<file path="config.mk">
export PLATFORM = sky130hd
export DESIGN_NAME = rgbbmp_queue
export DESIGN_NICKNAME = d
export VERILOG_FILES = /design/src/rtl/rgbbmp_pkg.sv /design/src/rtl/rgbbmp_queue.sv
export SDC_FILE = /design/constraint.sdc
export NUM_CORES = 1
export LEC_CHECK = 0
export ABC_AREA = 1
export BUFFER_PORTS_ARGS = -buffer_cell sky130_fd_sc_hd__buf_4
export CAP_MARGIN = 15
export CORE_MARGIN = 4
export CORE_UTILIZATION = 56
export DETAILED_ROUTE_END_ITERATION = 10
export MAX_ROUTING_LAYER = met4
export PLACE_DENSITY_LB_ADDON = 0.3
export SLEW_MARGIN = 20
export SYNTH_ARGS = -nofsm -noshare
export SYNTH_HDL_FRONTEND = slang
export SYNTH_SLANG_ARGS = --single-unit
</file>
<file path="constraint.sdc">
create_clock -name clk -period 6.85 [get_ports clk]
set_input_delay 0.3425 -clock clk [delete_from_list [all_inputs] [get_ports clk]]
set_output_delay 0.3425 -clock clk [all_outputs]
set_load 0.02 [all_outputs]
</file>
<file path="src/rtl/rgbbmp_pkg.sv">
// ----------------------------------------------------------------------------
// rgbbmp_pkg
// Shared types and constants of the RGB block mean pixelate core.
// ----------------------------------------------------------------------------
package rgbbmp_pkg;

  localparam int DIM_W       = 12;
  localparam int LG_W        = 3;
  localparam int COL_W       = 11;
  localparam int SUM_W       = 16;
  localparam int CFG_IDX_W   = 2;
  localparam int QUEUE_DEPTH = 4;
  localparam int Q_PTR_W     = $clog2(QUEUE_DEPTH);
  localparam int Q_CNT_W     = $clog2(QUEUE_DEPTH + 1);

  typedef logic [DIM_W-1:0]   dim_t;
  typedef logic [LG_W-1:0]    lg_t;
  typedef logic [COL_W-1:0]   col_t;
  typedef logic [SUM_W-1:0]   sum_t;
  typedef logic [Q_PTR_W-1:0] q_ptr_t;
  typedef logic [Q_CNT_W-1:0] q_cnt_t;

  localparam dim_t RST_WIDTH  = dim_t'(640);
  localparam dim_t RST_HEIGHT = dim_t'(480);
  localparam lg_t  RST_LOG2   = lg_t'(2);
  localparam logic [7:0] SAT_MAX = 8'd255;

  typedef enum logic [CFG_IDX_W-1:0] {
    REG_IMAGE_WIDTH  = 2'd0,
    REG_IMAGE_HEIGHT = 2'd1,
    REG_BLOCK_LOG2   = 2'd2
  } cfg_reg_t;

  typedef struct packed {
    logic [7:0] red_in;
    logic [7:0] green_in;
    logic [7:0] blue_in;
  } in_word_t;

  typedef struct packed {
    logic [7:0] red_mean;
    logic [7:0] green_mean;
    logic [7:0] blue_mean;
    logic [9:0] block_col;
    logic [9:0] block_row;
    logic       frame_done;
  } out_word_t;

  // clamped configuration
  typedef struct packed {
    dim_t width;
    dim_t height;
    lg_t  lg;
  } cfg_t;

  typedef struct packed {
    in_word_t pix;
    col_t     bx;
    col_t     by;
    logic     first;
    logic     last;
    logic     frame_done;
  } blk_item_t;

  typedef struct packed {
    logic      valid;
    blk_item_t item;
  } q_word_t;

endpackage

</file>
<file path="src/rtl/rgbbmp_queue.sv">
// ----------------------------------------------------------------------------
// rgbbmp_queue
// Short FIFO of classified pixels between the front and back ends.
// ----------------------------------------------------------------------------
module rgbbmp_queue (
  input  logic                clk,
  input  logic                rst_n,
  input  rgbbmp_pkg::q_word_t push,
  input  logic                pop,
  output rgbbmp_pkg::q_word_t head,
  output logic                full
);

  rgbbmp_pkg::blk_item_t mem_r [rgbbmp_pkg::QUEUE_DEPTH];
  rgbbmp_pkg::q_ptr_t    wr_ptr_r, wr_ptr_nxt;
  rgbbmp_pkg::q_ptr_t    rd_ptr_r, rd_ptr_nxt;
  rgbbmp_pkg::q_cnt_t    cnt_r, cnt_nxt;
  logic                  do_push, do_pop;

  assign full       = (cnt_r == rgbbmp_pkg::q_cnt_t'(rgbbmp_pkg::QUEUE_DEPTH));
  assign head.valid = (cnt_r != '0);
  assign head.item  = mem_r[rd_ptr_r];

  assign do_push = push.valid && !full;
  assign do_pop  = pop && head.valid;

  always_comb begin
    wr_ptr_nxt = do_push ? wr_ptr_r + 1'b1 : wr_ptr_r;
    rd_ptr_nxt = do_pop  ? rd_ptr_r + 1'b1 : rd_ptr_r;
    cnt_nxt    = cnt_r;
    if (do_push && !do_pop) begin
      cnt_nxt = cnt_r + 1'b1;
    end else if (!do_push && do_pop) begin
      cnt_nxt = cnt_r - 1'b1;
    end
  end

  always_ff @(posedge clk) begin
    if (!rst_n) begin
      wr_ptr_r <= '0;
      rd_ptr_r <= '0;
      cnt_r    <= '0;
    end else begin
      wr_ptr_r <= wr_ptr_nxt;
      rd_ptr_r <= rd_ptr_nxt;
      cnt_r    <= cnt_nxt;
    end
  end

  always_ff @(posedge clk) begin
    if (do_push) begin
      mem_r[wr_ptr_r] <= push.item;
    end
  end

endmodule

</file>
# Word level (Yosys, flattened, before mapping)

Memories as Yosys holds them, arrays and structs flattened. A register that Yosys moved wholly into a read port is not among the register bits.
Cells that the tools add are included.

Flip-flop bits (word level): 7
RAM bits: 196
Output and inout port bits: 51
Memories kept: 1

Memory list:

| name  | depth | bits a word | rd ports | clocked after memory_dff | write ports | line               | text |
|---|---|---|---|---|---|---|---|
| mem_r | 4     | 49          | 1        | 1                        | 1           | rgbbmp_queue.sv:14 | `rgbbmp_pkg::blk_item_t mem_r [rgbbmp_pkg::QUEUE_DEPTH];` |

$add $sub $neg: 4
Equality and inequality tests: 1
Mux-type cells: 6
Reduce and logical (&&, ||, !) cells: 9

Operator list:

| kind                                                                | number |
|---|---|
| 3-bit 2-to-1 mux                                                    | 2 |
| 2-bit by 1-bit adder with 2-bit output (second input constant)      | 2 |
| 1-bit logical AND                                                   | 4 |
| 2-bit 2-to-1 mux                                                    | 2 |
| 3-bit by 1-bit adder with 3-bit output (second input constant)      | 1 |
| 3-bit == test (second input constant)                               | 1 |
| 1-bit logical NOT                                                   | 3 |
| 3-bit nonzero test                                                  | 1 |
| 3-bit by 1-bit subtractor with 3-bit output (second input constant) | 1 |
| 1-bit 2-to-1 mux                                                    | 2 |
| 2-bit nonzero test                                                  | 1 |

# Logic depth before layout (Yosys ltp)

Gate-level depths: netlist of run 1.

Word-level depth: 7
Mapped depth: 13
Gate-level depth less buffers: 13

# Least setup slack after synthesis of run 1

No wires, ideal clock.

Path type: register -> register
Start: register cnt_r[0]
End: memory mem_r[0][0] (netlist bit), enable pin
Library setup time: 0.456 ns
Data arrival time: 2.716 ns
Data required time: 6.394 ns
Setup slack: 3.678 ns
Stages on the path, launching flop included: 5
Buffers on the path: 0
Period minus slack after synthesis: 3.172 ns
Path through: dfxtp_1 nor2_1 nand2_1 nand2_1 nor2_1

Word-level cells in the longest chain between the ends: 5

RTL lines:

| what                                   | line               | text |
|---|---|---|
| start, declared                        | rgbbmp_queue.sv:17 | `rgbbmp_pkg::q_cnt_t cnt_r, cnt_nxt;` |
| start signal, assigned                 | rgbbmp_queue.sv:46 | `cnt_r <= cnt_nxt;` |
| 3-bit == test                          | rgbbmp_queue.sv:20 | `assign full = (cnt_r == rgbbmp_pkg::q_cnt_t'(rgbbmp_pkg::QUEUE_DEPTH));` |
| 1-bit logical NOT                      | rgbbmp_queue.sv:24 | `assign do_push = push.valid && !full;` |
| 1-bit logical AND                      | rgbbmp_queue.sv:24 |  |
| 1-bit 2-to-1 mux                       | rgbbmp_queue.sv:51 | `if (do_push) begin` |
| 1-bit 2-to-1 mux (implied by the code) | rgbbmp_queue.sv:52 | `mem_r[wr_ptr_r] <= push.item;` |
| end, declared                          | rgbbmp_queue.sv:14 |  |

Every way passes these cells.

==> run metrics, run 1 <==
slew margin rel. ~33%; CTS H-tree depth 1; Vias per Instance 5.65; Avg WL per Cell approximately 19 um; Final Max Tran Viols 0; initial antenna violation count 0; number of global-route vias before repair 4,645; P&R area growth vs syn 19.4%; Post-synth ARST share 0%; Pleak 3.28 nW; Post-Syn Instances 543; Clk pin slew, worst setup/hold paths around 60 ps; PortBufs 103; num rows between 40 and 50; Seq cells post-synth 205; final critical-path required period approximately 3000 ps; Slew @ Worst Pin 1000 ps; Die W 126 um; CP max FO 50; GRT Max-Usage Layer met2; DRC violations left 0; Core Box Area roughly 13,000 sq um; Ys Warns 0; Initial Utilization between 50% and 60%; Critical Path AT 2680 ps; largest net degree at the start of global routing 100; Cell variety after synth 21; Post-DRT Antenna Nets 0; Fin Setup TNS 0 ps; die height around 130 um; root buf cell clkbuf_16; post-synthesis cell area 7740 sq um; setup slack after layout 3820 ps; nets 700; CTS tree done; # resized after CTS 0; status finished, final reports clean; hold crit path type in2reg; Mapped Avg Cell Area 14.3 sq um; skew final 9.42 ps; RSZ-0062 raised after global routing no; GRT met2 Usage 32.3%; maximum VDD drop 0.308 mV; Starting DRT DRC Count 459; final hold vios 0; # hold bufs at CTS 0; TritonRoute pass-1 iters 5; Skew-Pair Late Insertion Delay 480 ps; Antenna Cells 0; Final setup viols 0; fill count 912; Ports 104; vias post-DR 4,699; syn nets 602; post-DP HPWL approximately 8.6 mm; number of max-cap violations 0; sequential fraction of the synthesis area 78.3%; Num CTS Buffers 20; Power per Cell Area 391 nW/um^2; GRT Residual Overflow 0; CP Capture Type output pin; die area 15,800 sq um; CP required between 6000 and 7000 ps; first-pass GRT wire length about 24 mm; GPL Wtd Cong 0.733; GR Layer Usage met1 25.7%; period utilization roughly 44%; gr usage total about a fifth; Setup Buffers After CTS 0; clock sinks 205; final WL roughly 16 mm; number of synthesized flops with an enable pin 196; CP Class reg2out; Critical Path Start Type flip-flop; share of cells above drive strength 1 22.3%; pre-CTS WS 4310 ps; Most used DFF post-synth edfxtp_1; Max Fclk 0.330 GHz; Max clock buf depth 3; GRT met3 Usage 3.58%
power by group:
part / internal [mW] / leakage (nW) / switching (mW)
combinational: 0.340 / 1.10 / 0.598
clock: 0.608 / 0.308 / 0.439
sequential: 1.53 / 1.87 / 0.104
final timing paths:
kind / from / endpoint / slack, ps / cells past startpoint
min: push[30] / mem_r[0][30]$_DFFE_PP_ / 60 / 1
max: flip-flop / head[12] / 3820 / 4
min reg2reg: rd_ptr_r[1]$_SDFFE_PN0P_ / flip-flop / 530 / 2
max reg2reg: cnt_r[0]$_SDFFE_PN0P_ / cnt_r[1]$_SDFFE_PN0P_ / 4520 / 9
final cells by class:
cell class	instances	area (sq um)	share of cell area (%)
clock buffers	23	543	5.87
well taps	176	220	2.38
inverters	17	68.8	0.744
repair buffers	107	803	8.69
clock inverters	13	96.3	1.04
multi-input cells	290	1440	15.6
flip-flops and latches	205	6070	65.7
registers in the layout, indices dropped and copies added, names as in the netlist, named ones only:
name / cells
cnt_r: 3
mem_r: 196
rd_ptr_r: 2
wr_ptr_r: 2
synthesized netlist by cell type (2+ instances only):
cell type / number / share of area, %
nand3_1: 4 / 0.26
buf_6: 7 / 1.0
clkbuf_1: 6 / 0.29
dfxtp_1: 9 / 2.3
clkbuf_2: 4 / 0.26
nand2_1: 15 / 0.73
a21oi_1: 3 / 0.19
o21ai_1: 5 / 0.32
edfxtp_1: 196 / 76
nor2_1: 112 / 5.4
buf_2: 12 / 0.78
o22ai_1: 49 / 4.0
inv_1: 15 / 0.73
o21ai_0: 94 / 6.1
ha_1: 5 / 0.81
buf_4: 2 / 0.19
through the flow:
| step | instances | hold WS [ps] | util, % | instance area, sq um | total power [mW] |
|---|---|---|---|---|---|
| finish | 831 | 59.2 | 69.0 | 9250 | 3.61 |
| CTS | 831 | 48.1 | 69.0 | 9250 | 3.64 |
| global placement | 795 | 483 | 64.2 | 8610 | 2.56 |
| global route | 831 | 47.5 | 69.0 | 9250 | 3.78 |
| detailed placement | 795 | 512 | 64.2 | 8610 | 2.60 |
| floorplan | 543 | 441 | - | 7740 | 2.21 |
routing by layer:
metal / share of wire [%] / vias up / wire, um
met5: 0 / - / 0
met4: 2.0 / 0 / 318
met3: 7.3 / 33 / 1140
met2: 50 / 181 / 7740
met1: 41 / 2282 / 6410
li1: - / 2203 / -
cells in the final DEF (no fill, tap or decap):
cell and count:
o22ai_1 49, o21ai_0 94, clkbuf_1 1, nor2_1 108, clkinv_2 4, inv_1 15
a21oi_1 3, o21ai_1 5, clkbuf_8 1, dfxtp_2 1, dfxtp_1 7, nand2_1 15
bufinv_16 1, nor2_4 4, ha_1 5, inv_6 2, dfxtp_4 1, inv_2 1
clkbuf_16 21, edfxtp_1 196, clkinvlp_4 3, xor2_1 1, buf_4 107, clkinv_1 4
fa_1 1, nand3_1 4, nand3b_1 1
critical path, cell delays in order (launching register included):
cell     delay [ps]
dfxtp_2         950
inv_2           660
o21ai_0         280
o22ai_1         130
buf_4           170
logic make-up (layout without fill, tap and decap cells):
kind of cell	count (synthesis)	count (layout)	share of synthesized area, %
fa+ha+maj	6	6	1.07
xor+xnor	1	1	0.113
flops	205	205	78.3
buf+inv	48	160	3.43
compound gates	151	151	10.6
simple gates	132	132	6.51
Note: power is estimated with default switching activity, not from simulation.
==> inputs of run 2 (changes only) <==
--- a/config.mk
+++ b/config.mk
@@ -5,11 +5,11 @@
 export SDC_FILE = /design/constraint.sdc
 export NUM_CORES = 1
 export LEC_CHECK = 0
-export ABC_AREA = 1
+export ABC_AREA = 0
 export BUFFER_PORTS_ARGS = -buffer_cell sky130_fd_sc_hd__buf_4
 export CAP_MARGIN = 15
 export CORE_MARGIN = 4
-export CORE_UTILIZATION = 56
+export CORE_UTILIZATION = 51
 export DETAILED_ROUTE_END_ITERATION = 10
 export MAX_ROUTING_LAYER = met4
 export PLACE_DENSITY_LB_ADDON = 0.3
==> constraint.sdc (replaced) <==
create_clock -name clk -period 2.45 [get_ports clk]
set_input_delay 0.1225 -clock clk [delete_from_list [all_inputs] [get_ports clk]]
set_output_delay 0.1225 -clock clk [all_outputs]
set_load 0.02 [all_outputs]
==> run 2 against run 1 <==
  * Cell count down 18%
  * Sequential cell count unchanged
  * Setup slack worse by 3600 ps
  * Routed wire length decreased by 11%
  * Clock power rose to 2.7 times the previous value
  * First-iteration DRC count down 68%
  * Cell area is 5.5% higher
  * Largest cell class unchanged
==> run metrics, run 2 <==
status finished, final reports clean; Vias per Instance 5.35 (-5.3%); slew margin rel. 70.1% (+37 points); Sw Ratio 27.2% (-4.4 points); CP Class reg2reg; total power 10.1 mW (+180%); CP Buf/Inv Count 1 (-1); CP required 2830 ps (-3680 ps); Setup Buffers After CTS 0 (unchanged); Max clock buf depth 3 (unchanged); Post-DRT Antenna Nets 0 (unchanged); fill count 958 (+5.0%); clock sinks 205 (unchanged); Int Pwr 7.33 mW (+200%); maximum VDD drop 0.604 mV (+97%); CP Capture Type flip-flop; number of synthesized flops with an enable pin 196 (unchanged); skew final 6.85 ps (-2.57 ps); Critical Path End cnt_r[2]$_SDFFE_PN0P_; die height 130 um (+3.3%); num rows 44 (+4.8%); Core Box Area 14,500 sq um (+8.5%); Cell variety after synth 25 (+19%); CP max FO 6 (-88%); Slowest Stage Delay on Critical Path 380 ps (-570 ps); Starting DRT DRC Count 149 (-68%); syn nets 363 (-40%); Post-Synth Adder-Cell Area 1.09% (+0.025 points); placed cell area 8650 sq um (+0.47%); final WL 13.9 mm (-11%); Critical Path Start Type flip-flop; combinational share of power 27.5% (+1.6 points); number of global-route vias before repair 3,969 (-15%); Mapped Avg Cell Area 24.9 sq um (+74%); pre-CTS WS 209 ps (-4100 ps); CP Depth 7 (+3); hold crit path type in2reg; Synth area leaders edfxtp_1 78%, mux4_2 14%, dfxtp_1 2.4%; reg2reg end cnt_r[2]$_SDFFE_PN0P_; Avg WL per Cell 20.5 um (+9.0%); period utilization 91.2%; initial antenna violation count 0 (unchanged); Simple-Gate Fraction of Synth Area 1.29% (-5.2 points); number of max-cap violations 0 (unchanged); DP Cell Count 594 (-25%); final critical-path required period ~2200 ps; post-synthesis cell area 7560 sq um (-2.3%); Final setup viols 0 (unchanged); Num CTS Buffers 21 (+5.0%); Fin Setup TNS 0 ps (unchanged); most frequent cells in the layout 196 x edfxtp_1, 115 x buf_4, 50 x dlygate4sd3_1; Skew-Pair Late Insertion Delay 460 ps (-20 ps); Pleak 3.37 nW (+2.8%); # resized after CTS 0 (unchanged); Crit-path slowest cell o31ai_1; Most used DFF post-synth edfxtp_1; Initial Utilization 52.0% (-5.7 points); biggest regs mem_r x196, cnt_r x3; final hold vios 0 (unchanged); Top Family by Delay on Critical Path adder cells; Clk pin slew, worst setup/hold paths 60 ps (about the same); Slew @ Worst Pin 443 ps (-559 ps); die area 16,800 sq um (+6.8%); largest family of logic cells by synthesized area multiplexers; share of cells above drive strength 1 40.2% (+18 points); Top reg by flops mem_r; Critical Path AT 2610 ps (-70 ps); Ports 104 (unchanged); RSZ-0062 raised after global routing no; setup slack after layout 215 ps (-3610 ps); top-area cell type share of the netlist area 77.8% (+1.8 points); vias post-DR 3,636 (-23%); Power per Cell Area 1030 nW/um^2 (+160%); Post-Synth XOR/XNOR Area 0.463% (+0.35 points); Commonest cells post-synth 196 x edfxtp_1, 47 x mux4_2, 9 x dfxtp_1, 8 x and2_1, 5 x ha_1; Max Fclk 0.447 GHz; P&R area growth vs syn 29.0%; nets 542 (-23%); PortBufs 103 (unchanged); gr usage total 17.3% (-2.3 points); TritonRoute pass-1 iters 4 (-1); R2R setup slack 210 ps (-4310 ps); max reg flops 196 (unchanged); DRC violations left 0 (unchanged); Die W 130 um (+3.3%); post-DP HPWL 8.15 mm (-4.9%); mux share of post-synthesis cell area 15.1% (+15 points); CTS tree done; Post-Syn Instances 304 (-44%); worst setup path startpoint cnt_r[0]$_SDFFE_PN0P_; Post-synth ARST share 0% (unchanged); worst path cell trace o31ai_1, ha_1, inv_1, fa_1, xor2_1, or3_1, a21boi_0; Final Cell Area 9760 sq um (+5.5%); Antenna Cells 0 (unchanged); launch point of the worst reg-to-reg path cnt_r[0]$_SDFFE_PN0P_; worst r2r path cells 7 (-2); non-filler cells, final 679 (-18%); clock network power share 28.1% (-0.9 points); first-pass GRT wire length 21.5 mm (-10%); commonest non-fill, non-tap cell in the layout edfxtp_1; Psw 2.74 mW (+140%); root buf cell clkbuf_16; sequential fraction of the synthesis area 80.2% (+1.9 points); Compound-Gate Fraction of Synth Area 0.380% (-10 points); GPL Wtd Cong 0.740 (+0.86%); Seq pwr share 44.4% (-0.7 points); largest net degree at the start of global routing 36 (-64%); GRT Residual Overflow 0 (unchanged); Ys Warns 0 (unchanged); CTS H-tree depth 1 (unchanged); count leader, synth edfxtp_1; Seq cells post-synth 205 (unchanged); Synth area leader edfxtp_1; # hold bufs at CTS 50 (+50); Final Max Tran Viols 0 (unchanged)
run 2: cell types whose count changed in the layout (fill, tap and decap cells not counted), moves of 5 or more:
cell / delta
nor2_1: -108
o21ai_0: -93
clkbuf_1: +5
mux4_2: +47
o21ai_1: -5
buf_4: +8
dlygate4sd3_1: +50
o22ai_1: -49
nand2_1: -11
inv_1: -12
run 2: area by class of cell:
cell class	count	area [sq um]	share of cell area, %
repair buffers	169	1440	14.8
clock buffers	27	548	5.62
inverters	3	11.3	0.115
well taps	184	230	2.36
flip-flops and latches	205	6070	62.2
clock inverters	8	62.6	0.641
multi-input cells	83	1390	14.2
run 2: worst min-delay path, cell delays in order:
cell	delay, ps
buf_4	120
o31ai_1	100
xnor2_1	80
and2_1	140
run 2: power groups by stage:
| stage | registers (mW) | clock network, mW | logic (mW) |
|---|---|---|---|
| global route | 4.51 | 3.06 | 2.97 |
| global placement | 4.51 | 0 | 2.72 |
| finish | 4.47 | 2.83 | 2.77 |
| detailed placement | 4.55 | 0 | 2.74 |
| CTS | 4.48 | 2.91 | 2.82 |
| floorplan | 4.41 | 0 | 1.83 |
run 2: logic make-up (layout without fill, tap and decap cells):
family / count (synthesis) / after routing
DFF: 205 / 205
muxes: 52 / 52
and+or+nand+nor: 17 / 17
buffers and inverters: 16 / 207
adders and majority gates: 6 / 6
AOI/OAI and AO/OA: 4 / 4
xor gates and xnor gates: 4 / 4
run 2: how the worst min path moves through the flow:
stage	startpoint	depth (start not counted)	slack, ps	endpoint
2_1_floorplan	push[0]	0	220	mem_r[0][0]$_DFFE_PP_
4_1_cts	pop	4	110	flip-flop
6_report	pop	4	130	flip-flop
3_3_place_gp	push[18]	1	320	mem_r[2][18]$_DFFE_PP_
5_1_grt	pop	4	140	flip-flop
3_5_place_dp	push[13]	1	330	mem_r[2][13]$_DFFE_PP_
run 2: per-stage QoR:
step / hold slack, ps / utilization (%)
finish: 131 / 67.1
global route: 143 / 67.1
CTS: 114 / 67.1
detailed placement: 326 / 59.5
global placement: 322 / 59.5
floorplan: 221 / -
run 2: layer usage:
layer | GRT usage [%] | vias to the layer above | part of all wire (%)
met5 | - | - | 0
li1 | - | 1636 | -
met3 | 2.91 | 16 | 6.4
met4 | 3.61 | 0 | 1.2
met2 | 29.9 | 117 | 53
met1 | 22.1 | 1867 | 40
