File: config.mk
export PLATFORM = sky130hd
export DESIGN_NAME = rgbbmp_front
export DESIGN_NICKNAME = d
export VERILOG_FILES = /design/src/rtl/rgbbmp_pkg.sv /design/src/rtl/rgbbmp_front.sv
export SDC_FILE = /design/constraint.sdc
export NUM_CORES = 1
export LEC_CHECK = 0
export BUFFER_PORTS_ARGS = -buffer_cell sky130_fd_sc_hd__buf_4
export CORE_MARGIN = 2
export CORE_UTILIZATION = 45
export CTS_CLUSTER_SIZE = 28
export DETAILED_ROUTE_END_ITERATION = 10
export PLACE_DENSITY_LB_ADDON = 0.15
export SYNTH_ARGS = -nofsm -noshare
export SYNTH_HDL_FRONTEND = slang
export SYNTH_SLANG_ARGS = --single-unit
File: constraint.sdc
create_clock -name clk -period 4.5 [get_ports clk]
set_input_delay 0.45 -clock clk [delete_from_list [all_inputs] [get_ports clk]]
set_output_delay 0.45 -clock clk [all_outputs]
set_load 0.05 [all_outputs]
File: src/rtl/rgbbmp_pkg.sv
// ----------------------------------------------------------------------------
// rgbbmp_pkg
// Shared types and constants of the RGB block mean pixelate core.
// ----------------------------------------------------------------------------
package rgbbmp_pkg;

  localparam int DIM_W       = 12;
  localparam int LG_W        = 3;
  localparam int COL_W       = 11;
  localparam int SUM_W       = 16;
  localparam int CFG_IDX_W   = 2;
  localparam int QUEUE_DEPTH = 4;
  localparam int Q_PTR_W     = $clog2(QUEUE_DEPTH);
  localparam int Q_CNT_W     = $clog2(QUEUE_DEPTH + 1);

  typedef logic [DIM_W-1:0]   dim_t;
  typedef logic [LG_W-1:0]    lg_t;
  typedef logic [COL_W-1:0]   col_t;
  typedef logic [SUM_W-1:0]   sum_t;
  typedef logic [Q_PTR_W-1:0] q_ptr_t;
  typedef logic [Q_CNT_W-1:0] q_cnt_t;

  localparam dim_t RST_WIDTH  = dim_t'(640);
  localparam dim_t RST_HEIGHT = dim_t'(480);
  localparam lg_t  RST_LOG2   = lg_t'(2);
  localparam logic [7:0] SAT_MAX = 8'd255;

  typedef enum logic [CFG_IDX_W-1:0] {
    REG_IMAGE_WIDTH  = 2'd0,
    REG_IMAGE_HEIGHT = 2'd1,
    REG_BLOCK_LOG2   = 2'd2
  } cfg_reg_t;

  typedef struct packed {
    logic [7:0] red_in;
    logic [7:0] green_in;
    logic [7:0] blue_in;
  } in_word_t;

  typedef struct packed {
    logic [7:0] red_mean;
    logic [7:0] green_mean;
    logic [7:0] blue_mean;
    logic [9:0] block_col;
    logic [9:0] block_row;
    logic       frame_done;
  } out_word_t;

  // clamped configuration
  typedef struct packed {
    dim_t width;
    dim_t height;
    lg_t  lg;
  } cfg_t;

  typedef struct packed {
    in_word_t pix;
    col_t     bx;
    col_t     by;
    logic     first;
    logic     last;
    logic     frame_done;
  } blk_item_t;

  typedef struct packed {
    logic      valid;
    blk_item_t item;
  } q_word_t;

endpackage

File: src/rtl/rgbbmp_front.sv
// ----------------------------------------------------------------------------
// rgbbmp_front
// Raster position tracking and block classification of incoming pixels.
// ----------------------------------------------------------------------------
module rgbbmp_front #(
  parameter int SUM_DEPTH = 1024
) (
  input  logic                 clk,
  input  logic                 rst_n,
  input  rgbbmp_pkg::cfg_t     cfg,
  input  logic                 in_valid,
  input  rgbbmp_pkg::in_word_t in_word,
  output logic                 in_stall,
  input  logic                 q_full,
  output rgbbmp_pkg::q_word_t  q_push
);

  rgbbmp_pkg::dim_t x_r, x_nxt;
  rgbbmp_pkg::dim_t y_r, y_nxt;
  rgbbmp_pkg::dim_t bx, by, full_cols, full_rows, edge_mask, ox, oy;
  logic [rgbbmp_pkg::DIM_W:0] x_inc, y_inc;
  logic accept, in_blk;

  assign accept    = in_valid && !q_full;
  assign in_stall  = q_full;

  assign bx        = x_r >> cfg.lg;
  assign by        = y_r >> cfg.lg;
  assign full_cols = cfg.width >> cfg.lg;
  assign full_rows = cfg.height >> cfg.lg;
  assign edge_mask = (rgbbmp_pkg::dim_t'(1) << cfg.lg) - rgbbmp_pkg::dim_t'(1);
  assign ox        = x_r & edge_mask;
  assign oy        = y_r & edge_mask;
  assign in_blk    = (bx < full_cols) && (by < full_rows) && (32'(bx) < SUM_DEPTH);

  always_comb begin
    q_push.valid           = accept && in_blk;
    q_push.item.pix        = in_word;
    q_push.item.bx         = rgbbmp_pkg::col_t'(bx);
    q_push.item.by         = rgbbmp_pkg::col_t'(by);
    q_push.item.first      = (ox == '0) && (oy == '0);
    q_push.item.last       = (ox == edge_mask) && (oy == edge_mask);
    q_push.item.frame_done = (bx == full_cols - rgbbmp_pkg::dim_t'(1)) &&
                             (by == full_rows - rgbbmp_pkg::dim_t'(1));
  end

  assign x_inc = {1'b0, x_r} + 1'b1;
  assign y_inc = {1'b0, y_r} + 1'b1;

  always_comb begin
    x_nxt = x_r;
    y_nxt = y_r;
    if (accept) begin
      if (x_inc >= {1'b0, cfg.width}) begin
        x_nxt = '0;
        y_nxt = (y_inc >= {1'b0, cfg.height}) ? '0 : y_inc[rgbbmp_pkg::DIM_W-1:0];
      end else begin
        x_nxt = x_inc[rgbbmp_pkg::DIM_W-1:0];
      end
    end
  end

  always_ff @(posedge clk) begin
    if (!rst_n) begin
      x_r <= '0;
      y_r <= '0;
    end else begin
      x_r <= x_nxt;
      y_r <= y_nxt;
    end
  end

endmodule

**Word-level counts from Yosys, hierarchy flattened**

Index checks and enable logic that the tools add are counted.

- Register bits: 24
- Output and inout bits: 51
- Word-level logic and storage cells: 36
- Input port bits: 55

- Reduce and logical (&&, ||, !) cells: 11
- Mux-type cells: 2
- Order comparisons: 5
- Shift operators: 5
- Bitwise logic cells: 2
- Add/subtract/negate cells: 5
- Eq/ne operators: 4

Operators with widths:

| kind | count |
|---|---|
| 12-bit == test | 4 |
| 12-bit by 3-bit right shift with 12-bit output | 4 |
| 12-bit by 1-bit subtractor with 12-bit output (second input constant) | 3 |
| 12-bit by 1-bit adder with 13-bit output (second input constant) | 2 |
| 13-bit by 12-bit >= comparator with 1-bit output | 2 |
| 12-bit bitwise AND | 2 |
| 12-bit logical NOT | 2 |
| 12-bit less-than comparator | 2 |
| 12-bit 2-to-1 mux | 2 |
| 12-bit by 11-bit less-than comparator with 1-bit output (second input constant) | 1 |
| 1-bit by 3-bit left shift with 12-bit output (first input constant) | 1 |
| 1-bit logical AND | 7 |
| 2-bit AND reduction | 1 |
| 1-bit logical NOT | 1 |

**Depth between registers and ports, before layout**

Gate-level depths: netlist (run 1).

- Depth in word-level cells: 5
- Gate-level depth with buffers: 20
- Gate-level depth less buffers: 16

**Worst setup path after synthesis (run 1)**

OpenSTA, ideal clock, no wires.

- Kind: input to output
- Start: input cfg[1] (netlist bit)
- End: output q_push[49] (netlist bit)
- Path buffers: 3
- Cell stages on the path: 14
- Path slack: -0.825 ns
- Required time: 4.050 ns
- Arrival: 4.875 ns
- Cells stage by stage: buf_6 buf_12 buf_12 mux2_2 o22ai_1 a211oi_1 ha_1 o21a_1 o21ai_0 nand2b_1 a21oi_1 o21ai_0 a21o_1 a311oi_1

RTL lines:

| item | line | text |
|---|---|---|
| from (decl) | rgbbmp_front.sv:10 | `input rgbbmp_pkg::cfg_t cfg,` |
| to (decl) | rgbbmp_front.sv:15 | `output rgbbmp_pkg::q_word_t q_push` |

==> results of run 1 <==
## final timing paths
kind | from | to | slack (ns)
setup reg to reg | x_r[1]$_SDFFE_PN0P_ | y_r[3]$_SDFFE_PN0P_ | 0.60
setup / recovery | cfg[1] | q_push[0] | 0.27
hold / removal | x_r[1]$_SDFFE_PN0P_ | x_r[1]$_SDFFE_PN0P_ | 0.56
hold reg to reg | x_r[1]$_SDFFE_PN0P_ | x_r[1]$_SDFFE_PN0P_ | 0.56
## critical path: stages
cell	delay [ns]
buf_4	0.39
mux2_2	0.43
nor2_1	0.11
nor2_1	0.06
a221oi_1	0.54
ha_1	0.34
or4_1	0.51
nor4_1	0.24
nand4_1	0.18
nor4b_4	0.29
buf_4	0.23
## kinds of logic after synthesis
group | after synthesis | share of synthesized area
buffers and inverters | 109 | 0.110
XOR/XNOR | 55 | 0.0902
flip-flops | 24 | 0.0886
AO/OA/AOI/OAI | 190 | 0.245
AND/OR/NAND/NOR | 237 | 0.222
multiplexers | 59 | 0.123
adder cells (fa/ha/maj) | 53 | 0.122
## metal layers
layer  vias to the layer above  GRT usage
li1                       2612          -
met5                         -          0
met1                      2440      0.347
met2                       167      0.409
met4                         0     0.0610
met3                        23     0.0170
## state kept, by name, indices dropped and copies added (netlist names)
| signal | flops |
|---|---|
| x_r | 12 |
| y_r | 12 |
## report_power, final
group,switching [mW],internal (mW)
Sequential,0.000884,0.213
Combinational,0.284,0.194
Clock,0.0724,0.118
## cell usage in the layout (no fill, tap or decap), types with 16 or more instances in the layout
master,instances
nor2_1,65
o21a_1,16
dfxtp_1,24
nand3_1,20
xor2_1,26
nand2_1,49
a21oi_1,26
and3_1,17
ha_1,53
xnor2_1,28
mux2i_1,36
inv_1,35
o22ai_1,19
buf_4,79
o21ai_0,49
## through the flow
stage / instances / util
6_report: 883 / 0.490
5_1_grt: 883 / 0.490
4_1_cts: 883 / 0.490
3_5_place_dp: 880 / 0.484
3_3_place_gp: 880 / 0.484
2_1_floorplan: 727 / -
## final cells by class
type	count	share of cell area
multi-input cells	594	0.749
repair buffers	79	0.102
flip-flops and latches	24	0.0822
well taps	147	0.0315
inverters	36	0.0231
clock buffers	3	0.0129
==> results.txt, run 1 <==
- TritonCTS built the clock tree.
- Total vias in the final route: 5242
* Max rail drop VDD: 104 µV
- Entering global routing, the biggest net connects 38 pins.
- In the final layout, the multi-input gates occupy 4370 µm².
* Wire length of the first global-routing pass: 26.2 mm
* Pre-CTS setup slack: 0.286 ns
* Vertical extent of the die: approximately 110 µm
- The synthesized design spends more area on one cell type than any other, namely ha_1.
- For the finished layout, the period the worst path requires is 4.23 ns.
- The design draws 0.882 mW.
* Overall die width: 114 µm
- Layout overhead on the synthesized area: 7.68%
* Highest routed metal layer: met4
- Yosys warning count: 0
* Final cycle utilization of the critical path: 0.939
* Total GRT Usage: 0.246
* Average detailed-routed wire length per instance: 17.9 µm
- Summing all placed instances gives a cell area of 5770 µm².
- The number of antenna diodes in the final layout is 0.
- The total overflow left after global routing is 0.
- The final layout contains routed wiring with a total length of 15.8 mm.
- Summed instance area of the synthesized netlist: 5430 µm²
- Clock latency on the worst-skew pair, taken at its later pin, is approximately 0.25 ns.
- The filler cells instantiated in the layout total 1201.
- The share of the Yosys chip area taken by registers is 0.0886.
* Number of placement rows: 40
* Max-slew violation count: 0
* Req. time, crit path: 4.05 ns
- Adding up every negative setup slack in the final design gives 0 ns.
* Syn Inst Count: around 730
- For this configuration, the core starts out at a cell density of 0.455.
- Counting every net in the synthesized netlist gives 835.
- The via count of the first global-routing pass was around 5000.
- Final layout net count: 846
- Setup repair after global routing left no endpoint under its margin.
- In the final layout, the share of cells above drive strength 1 is 0.171.
* Full die area: 13000 µm²
- Antenna violations before repair: 0
- Based on the critical path, the design can be clocked at up to between 0.2 and 0.25 GHz.
- Class of the worst hold path: flip-flop to flip-flop
- Remaining number of nets flagged by the antenna check after routing: 0
* Proportion of netlist area held by the largest area contributor: 0.122
- By instance count, the leading cell after synthesis is nor2_1.
- Of all flip-flops after synthesis, the portion carrying an async set or reset was 0.
* CP Launch Type: primary input
* Transition time at the pin with the least slew margin: 0.598 ns
- Between clock sinks in the finished design, the worst skew comes to roughly 0.0018 ns.
- In the synthesized netlist the dominant register cell turns out to be dfxtp_1.
- Longest Clk Path Bufs: 2
- Static leakage power: 2.66 nW
- Yosys mapped the design onto a little over 70 distinct sky130hd cell types.
- Amount of wire on met3 after detailed routing: 597 µm
- Dpl hpwl: approximately 13 mm
- The tool flagged a number of max-cap violations equal to 0.
- After synthesis the netlist holds a flip-flop and latch count of 24.
- Met2 wire len: 7.35 mm
- Final routed DRC violation total: 0
* Most area-consuming cells after synthesis: ha_1, dfxtp_1, mux2i_1
* Number of port buffers: 57
- Setup violations remaining at the end of the flow were counted as 0.
- Leading post-synthesis cells by instance count: nor2_1, ha_1, nand2_1, o21ai_0, mux2i_1
- Postcts setup bufs: 0
* Number of top-level pins: around 110
- Run status: complete, no violations
* Area of the core region: ~12000 µm²
- Critical Setup Path Class: primary input to output port
- Endpoints failing hold: 0
* Total power density per cell area: approximately 150 nW/µm²
- The cell sitting at the root of the clock tree is a clkbuf_16.
* Syn avg cell area: 7.46 µm²
- In this run, CTS created clock tree buffers numbering 3.
- Number of synthesized flops with an enable pin: 0
* Crit end category: output port
* Cts-stage hold buffer count: 0
- Across all setup checks in the final design, the least slack found is 0.273 ns.
* H-tree lvl count: 1
- The detailed router put a total of about 7.6 mm of wire on met1.
* Worst Reg-to-Reg Cells: 15
- Initial DRT Pass Iterations: 5
- Number of design-rule violations left by the first detailed-router iteration: 324
- Cell depth of the worst min-delay path: 2
- Final weighted congestion in routability-driven placement: 0.917
- With fillers left out, the area of the finished cells amounts to 5840 µm².
- Worst slew margin relative to its limit: 0.601
* Sequential cell area: around 480 µm²
- # clock sinks: 24
- Hold is met by 0.558 ns.
- Ratio of routed vias to standard cells: 5.94
- After clock tree synthesis, the clock-pin slew on the worst setup and hold paths is 0.06 ns.
- Maximum fanout along the worst path: 36
* CTS-repair resized insts: 0
- Data arrival at the endpoint of the critical path: 3.78 ns
(Power assumes the default switching activity.)
==> inputs of run 2 (changes only) <==
--- a/config.mk
+++ b/config.mk
@@ -11,4 +11,5 @@
 export CTS_CLUSTER_SIZE = 28
 export DETAILED_ROUTE_END_ITERATION = 10
+export HOLD_SLACK_MARGIN = 0.15
 export PLACE_DENSITY_LB_ADDON = 0.15
 export SYNTH_ARGS = -nofsm -noshare
==> constraint.sdc (replaced) <==
create_clock -name clk -period 4.5 [get_ports clk]
set_input_delay 0.225 -clock clk [delete_from_list [all_inputs] [get_ports clk]]
set_output_delay 0.225 -clock clk [all_outputs]
set_load 0.1 [all_outputs]
==> results.txt, run 2 (synthesized netlist as in run 1, its figures left out) <==
* Total clock buffers created by CTS: 3 (unchanged)
* Leading cell type in the layout, fill and taps excluded: buf_4 (unchanged)
- The final instance area came to 5870 µm² (was 5840 µm²).
- Number of port buffers: 57 (unchanged)
- Total vias in the final route: 5295 (was 5242)
- The I/O pin total came to 106 (unchanged).
- Top library cells by usage in the layout, fill and taps aside: buf_4, nor2_1, ha_1, nand2_1, o21ai_0 (unchanged).
- The aggregate routed wire length is 16.1 mm (was 15.8 mm).
- Cts-stage hold buffer count: 0 (unchanged)
- # clock sinks: 24 (unchanged)
- Dpl hpwl: 12.9 mm (was 12.8 mm)
- The number of placed instances, taps included is 875 (was 880).
- CP Launch Type: primary input (unchanged)
- Transition time at the pin with the least slew margin: 0.587 ns (was 0.598 ns)
- Wire length of the first global-routing pass: 26.2 mm (about the same)
* Number of placement rows: 40 (unchanged)
* Data arrival at the endpoint of the critical path: 3.80 ns (was 3.78 ns)
- Average detailed-routed wire length per instance: 18.3 µm (was 17.9 µm)
* Number of design-rule violations left by the first detailed-router iteration: 345 (was 324)
- Number of diodes: 0 (unchanged)
* Antenna violations before repair: 0 (unchanged)
- The residual DRC count came to 0 (unchanged).
* Clock-pin slew reported for the worst setup and hold paths after clock tree synthesis: 0.06 ns (about the same)
- Vertical extent of the die: 114 µm (unchanged)
* Final critical path time including I/O delays and setup: 4.03 ns (was 4.23 ns)
* Final Total Pwr: 0.932 mW (was 0.882 mW)
- The sum of negative setup slack came to 0 ns (unchanged).
* Full die area: 13000 µm² (unchanged)
- Count of maximum capacitance violations: 0 (unchanged)
- Share of final-layout standard cells stronger than drive strength 1: 0.174 (was 0.171)
- The final layout net count came to 841 (was 846).
* Top flop regs: x_r x12, y_r x12 (unchanged)
- The global router's overall resource usage came to 0.246 (about the same).
- Worst slew margin relative to its limit: 0.609 (was 0.601)
* Req. time, crit path: 4.28 ns (was 4.05 ns)
- Total power density per cell area: 159 nW/µm² (was 151 nW/µm²)
- The final max-slew violation count was 0 (unchanged).
- Maximum clock frequency: 0.248 GHz (was 0.237 GHz)
- Remaining number of nets flagged by the antenna check after routing: 0 (unchanged)
- The via count of the first global-routing pass was 5002 (was 5022).
- Ordered cell list for the critical path: buf_4, buf_4, mux2_4, a221oi_4, ha_1, o21a_1, o21a_1, o21a_1, o21a_1, o21a_1, o211ai_1, a21oi_1, a311oi_4, buf_4 (was buf_4, mux2_2, nor2_1, nor2_1, a221oi_1, ha_1, or4_1, nor4_1, nand4_1, nor4b_4, buf_4)
* H-tree lvl count: 1 (unchanged)
- CP max stage cell: a221oi_4 (was a221oi_1)
- The peak per-stage delay on the critical path came to 0.48 ns (was 0.54 ns).
- Final cell count without fillers: 878 (was 883)
* CTS-repair resized insts: 0 (unchanged)
- The critical path start-end classification was primary input to output port (unchanged).
- Crit end category: output port (unchanged)
- Longest Clk Path Bufs: 2 (unchanged)
* Worst path bufs/invs: 3 (was 2)
- Run status: complete, no violations (unchanged)
- Insertion delay of the later-clocked pin in the worst-skew pair: 0.26 ns (was 0.25 ns)
- The leakage power is 2.64 nW (was 2.66 nW).
- The global route total overflow was 0 (unchanged).
- Layout overhead on the synthesized area: 8.16% (was 7.68%)
- The standard cell core area is 11900 µm² (unchanged).
* Final cycle utilization of the critical path: 0.895 (was 0.939)
- TritonCTS clock tree: done (unchanged)
- Unrepaired setup endpoints after global routing: no (unchanged)
* Maximum number of pins on one net before global-route repair: 49 (was 38)
- Overall die width: 114 µm (unchanged)
- Initial DRT Pass Iterations: 5 (unchanged)
- Postcts setup bufs: 0 (unchanged)
- Max rail drop VDD: 131 µV (was 104 µV)
- The weighted congestion reported at the end of routability-driven placement is 0.897 (was 0.917).
- # setup viols final: 0 (unchanged)
* Starting utilization of the core area: 0.455 (unchanged)
- The root buffer selected by CTS is clkbuf_16 (unchanged).
- Fin util: 0.493 (was 0.490)
- The layout filler cell count was 1199 (was 1201).
* Class of the worst hold path: primary input to flip-flop (was flip-flop to flip-flop)
- The maximum fanout encountered on the critical timing path was 48 (was 36).
- The final-report hold violation count was 0 (unchanged).
- Family with the most delay on the worst path: compound AO/OA/AOI/OAI gates (was simple AND/OR/NAND/NOR gates)
* Placed cell areas: 5790 µm² (was 5770 µm²)
- Ratio of routed vias to standard cells: 6.03 (was 5.94)
* Fin Clk Skew: 0.00436 ns (was 0.00183 ns)
* Most used cell, CP: o21a_1
==> run 2: worst paths after layout <==
check	startpoint	endpoint	slack [ns]	cells after the start
setup / recovery	cfg[1]	q_push[49]	0.47	14
hold / removal	rst_n	y_r[8]$_SDFFE_PN0P_	0.35	2
setup reg to reg	x_r[2]$_SDFFE_PN0P_	y_r[3]$_SDFFE_PN0P_	0.70	14
hold reg to reg	x_r[1]$_SDFFE_PN0P_	x_r[1]$_SDFFE_PN0P_	0.54	2
==> run 2: per-stage QoR <==
step | hold WS, ns | setup slack, ns
after CTS | 0.349 | 0.489
final | 0.353 | 0.474
after detailed placement | 0.451 | 0.501
after global routing | 0.369 | 0.251
after global placement | 0.451 | 0.499
after floorplan | 0.378 | 0.108
==> run 2: metal layers <==
metal  track usage  part of all wire  vias up
met5             0                 0        -
met4        0.0585             0.019        0
met3        0.0138             0.051       26
met2         0.410              0.46      168
met1         0.351              0.46     2494
li1              -                 -     2607
==> run 2: layout make-up <==
class / instances / area, µm² / share of cell area
Clock buffer: 3 / 75.1 / 0.0128
Tap cell: 147 / 184 / 0.0313
Timing Repair Buffer: 74 / 556 / 0.0947
Multi-Input combinational cell: 594 / 4440 / 0.756
Sequential cell: 24 / 480 / 0.0819
Inverter: 36 / 135 / 0.0230
==> run 2: where the power goes <==
group	internal (mW)	switching, mW	total, mW	leakage (nW)
Sequential	0.213	0.000836	0.214	0.193
Clock	0.118	0.0763	0.194	0.0370
Combinational	0.194	0.329	0.524	2.41
==> inputs of run 3 (changes only) <==
Settings changed: ABC_AREA set to 1.
==> results.txt, run 3 <==
- The horizontal extent of the die was 116 µm (was 114 µm).
- The CTS tree is done (unchanged).
- The number of resized instances in the post-cts repair step came to 0 (unchanged).
- The clock network fraction of total power was 0.255 (was 0.208).
* Multiplexer area fraction after synthesis: 0 (was 0.123)
- The maximum fanout encountered on the critical timing path is 38 (was 48).
- The routed length per instance came to 13.8 µm (was 18.3 µm).
- The post-synthesis register bit count was 24 (unchanged).
* Total clock buffers created by CTS: 3 (unchanged)
- The number of synthesis warnings is 0 (unchanged).
* Dpl hpwl: 13.9 mm (was 12.9 mm)
- The final instance area is 6090 µm² (was 5870 µm²).
* Syn Inst Count: 1060 (was 727)
* Synth Area in Adders: 0.117 (was 0.122)
- The path type of the worst min-delay path was primary input to flip-flop (unchanged).
- The root buffer selected by CTS is clkbuf_16 (unchanged).
- Max rail drop VDD: 245 µV (was 131 µV)
- Final routed DRC violation total: 0 (unchanged)
- The aggregate routed wire length is 17.1 mm (was 16.1 mm).
- Critical Setup Path Class: primary input to output port (unchanged)
* Final layout net count: 1174 (was 841)
- Final cycle utilization of the critical path: 0.832 (was 0.895)
- The number of clock sinks seen by CTS is 24 (unchanged).
- The number of cell rows was 41 (was 40).
* Combinational share of power: 0.534 (was 0.562)
- Vertical extent of the die: 116 µm (was 114 µm)
- The data required time at the worst endpoint was 4.28 ns (about the same).
- The number of H-tree branching levels was 1 (unchanged).
- The number of max-cap violations came to 0 (unchanged).
- Top library cells by usage in the layout, fill and taps aside: nand2_1, inv_1, nor2_1, nand3_1, buf_4 (was buf_4, nor2_1, ha_1, nand2_1, o21ai_0)
- The total iterations of the first detailed-routing run is 5 (unchanged).
- The switching share of total power was 0.460 (was 0.436).
- Static leakage power: 3.31 nW (was 2.64 nW)
* Run status: complete, no violations (unchanged)
- The largest family of logic cells by synthesized area is simple AND/OR/NAND/NOR gates (was compound AO/OA/AOI/OAI gates).
- The weighted congestion reported at the end of routability-driven placement came to 0.907 (was 0.897).
- The most numerous cell in the Yosys netlist is nand2_1 (was nor2_1).
* Insertion delay of the later-clocked pin in the worst-skew pair: 0.26 ns (about the same)
* Crit end category: output port (unchanged)
* Transition time at the pin with the least slew margin: 0.702 ns (was 0.587 ns)
- Worst slew margin relative to its limit: 0.529 (was 0.609)
- Number of synthesized flops with an enable pin: 0 (unchanged)
- Final Total Pwr: 1.02 mW (was 0.932 mW)
* Remaining number of nets flagged by the antenna check after routing: 0 (unchanged)
* Postcts setup bufs: 0 (unchanged)
* Number of global-route vias before repair: 5759 (was 5002)
- The final setup violation count came to 0 (unchanged).
- The proportion of layout cells with a drive suffix above 1 was 0.112 (was 0.174).
- Most area-consuming cells after synthesis: nand2_1, ha_1, nand3_1 (was ha_1, dfxtp_1, mux2i_1).
- Endpoints failing hold: 0 (unchanged)
- Reported net switching power: 0.467 mW (was 0.406 mW)
* Remaining Overflow, GRT: 0 (unchanged)
- The startpoint kind of the worst setup timing path was a primary input (unchanged).
* Top flop regs: x_r x12, y_r x12 (unchanged)
- The clock edge transition at the registers on the reported setup and hold paths came to 0.07 ns (was 0.06 ns).
- The shortest clock period the worst path allows after layout is 3.75 ns (was 4.03 ns).
- Max-slew violation count: 0 (unchanged)
- Unrepaired setup endpoints after global routing: no (unchanged)
- Data arrival at the endpoint of the critical path: 3.52 ns (was 3.80 ns)
- Starting utilization of the core area: 0.456 (was 0.455)
* Fin Clk Skew: 0.0104 ns (was 0.00436 ns)
- Area of the core region: 12500 µm² (was 11900 µm²)
* Summed instance area of the synthesized netlist: 5680 µm² (was 5430 µm²)
* Portion of total power attributed to sequential cells: 0.212 (was 0.230)
* Worst Reg-to-Reg Cells: 17 (was 14)
* Final Hold Slack: 0.274 ns (was 0.353 ns)
- Wire length of the first global-routing pass: 27.9 mm (was 26.2 mm)
- The I/O pin total was 106 (unchanged).
* Count of different cell masters after synthesis: 42 (was 72)
- Internal power: 0.548 mW (was 0.525 mW)
- The power density relative to cell area came to 167 nW/µm² (was 159 nW/µm²).
- Number of diodes: 0 (unchanged)
* Area fraction in and, or, nand and nor cells after synthesis: 0.493 (was 0.222)
- The overall via count from detail_route came to 6462 (was 5295).
* Register area share after synthesis: 0.0846 (was 0.0886)
- The number of buffers inserted by hold repair at cts is 0 (unchanged).
- Placed cell areas: 5980 µm² (was 5790 µm²)
* Longest Clk Path Bufs: 2 (unchanged)
* Ratio of routed vias to standard cells: 5.22 (was 6.03)
- The timing-limited maximum frequency is 0.267 GHz (was 0.248 GHz).
- Predominant post-synthesis flop cell: dfxtp_1 (unchanged)
* Number of nets in the synthesized netlist: 1168 (was 835)
- The leading cell type in the layout, fill and taps excluded is nand2_1 (was buf_4).
- The global router's overall resource usage came to 0.254 (was 0.246).
- Synthesized-area fraction occupied by ao, oa, aoi and oai cells: 0.117 (was 0.245)
* Full die area: 13500 µm² (was 13000 µm²)
- Maximum number of pins on one net before global-route repair: 48 (was 49)
- The share of the synthesized netlist area taken by xor and xnor gates came to 0.0247 (was 0.0902).
- The quantity of I/O buffers inserted on ports is 57 (unchanged).
- Leading post-synthesis cells by instance count: nand2_1, inv_1, nor2_1 (was nor2_1, ha_1, nand2_1, o21ai_0, mux2i_1).
- The library cell with the largest summed area after synthesis is nand2_1 (was ha_1).
- Syn avg cell area: 5.36 µm² (was 7.46 µm²)
- Proportion of netlist area held by the largest area contributor: 0.223 (was 0.122)
- Antenna violations before repair: 0 (unchanged)
* Cell depth of the worst min-delay path: 3 (was 2)
- Layout overhead on the synthesized area: 7.16% (was 8.16%)
- Number of design-rule violations left by the first detailed-router iteration: 460 (was 345)
- Fraction of synthesis flops using an asynchronous set or reset pin: 0 (unchanged)
==> run 3: routing by layer <==
layer / vias up / GRT usage / share of wire
met2: 178 / 0.409 / 0.44
met3: 18 / 0.0208 / 0.058
met5: - / 0 / 0
met1: 2852 / 0.372 / 0.49
li1: 3414 / - / -
met4: 0 / 0.0532 / 0.015
==> run 3: worst max-delay path, stage by stage <==
cell and delay, ns:
buf_4 0.24, inv_2 0.51, nand2_1 0.22, inv_1 0.21, nand2_1 0.07, nand3_1 0.11, nand2_1 0.13, ha_1 0.29
inv_1 0.05, nor2_1 0.03, o211ai_1 0.15, nand2_1 0.07, a221oi_1 0.42, nand2_1 0.15, nor4_2 0.26, buf_4 0.34
==> run 3: logic make-up (layout without fill, tap and decap cells) <==
kind of cell	after synthesis	count (layout)
AND/OR/NAND/NOR	650	650
buffers and inverters	199	204
AO/OA/AOI/OAI	118	118
adder cells (fa/ha/maj)	53	53
flip-flops	24	24
XOR/XNOR	16	16
==> run 3: layout make-up <==
class | count | area (µm²)
fill | 1454 | 6380
multi-input combinational | 837 | 4300
inverter | 138 | 518
sequential | 24 | 480
timing repair buffer | 62 | 465
tap | 172 | 215
clock buffer | 3 | 75.1
clock inverter | 1 | 30.0
==> run 3: power by group through the flow <==
stage          clock [mW]  combinational (mW)  sequential, mW
6_report            0.258               0.542           0.215
5_1_grt             0.271               0.605           0.215
4_1_cts             0.263               0.541           0.215
3_5_place_dp            0               0.538           0.220
3_3_place_gp            0               0.536           0.220
2_1_floorplan           0               0.515           0.219
==> run 3: worst paths after layout <==
| check | start | to | slack [ns] |
|---|---|---|---|
| max | cfg[1] | q_push[49] | 0.75 |
| min | rst_n | y_r[9]$_SDFFE_PN0P_ | 0.27 |
| max reg2reg | x_r[0]$_SDFFE_PN0P_ | y_r[5]$_SDFFE_PN0P_ | 1.13 |
| min reg2reg | x_r[11]$_SDFFE_PN0P_ | x_r[11]$_SDFFE_PN0P_ | 0.47 |
==> run 3: per-stage QoR <==
stage | setup TNS [ns] | utilization | instances | setup slack, ns
floorplan | -0.124 | - | 1060 | -0.124
global placement | 0 | 0.480 | 1233 | 0.767
detailed placement | 0 | 0.480 | 1233 | 0.743
CTS | 0 | 0.488 | 1237 | 0.738
global route | 0 | 0.488 | 1237 | 0.493
finish | 0 | 0.488 | 1237 | 0.754
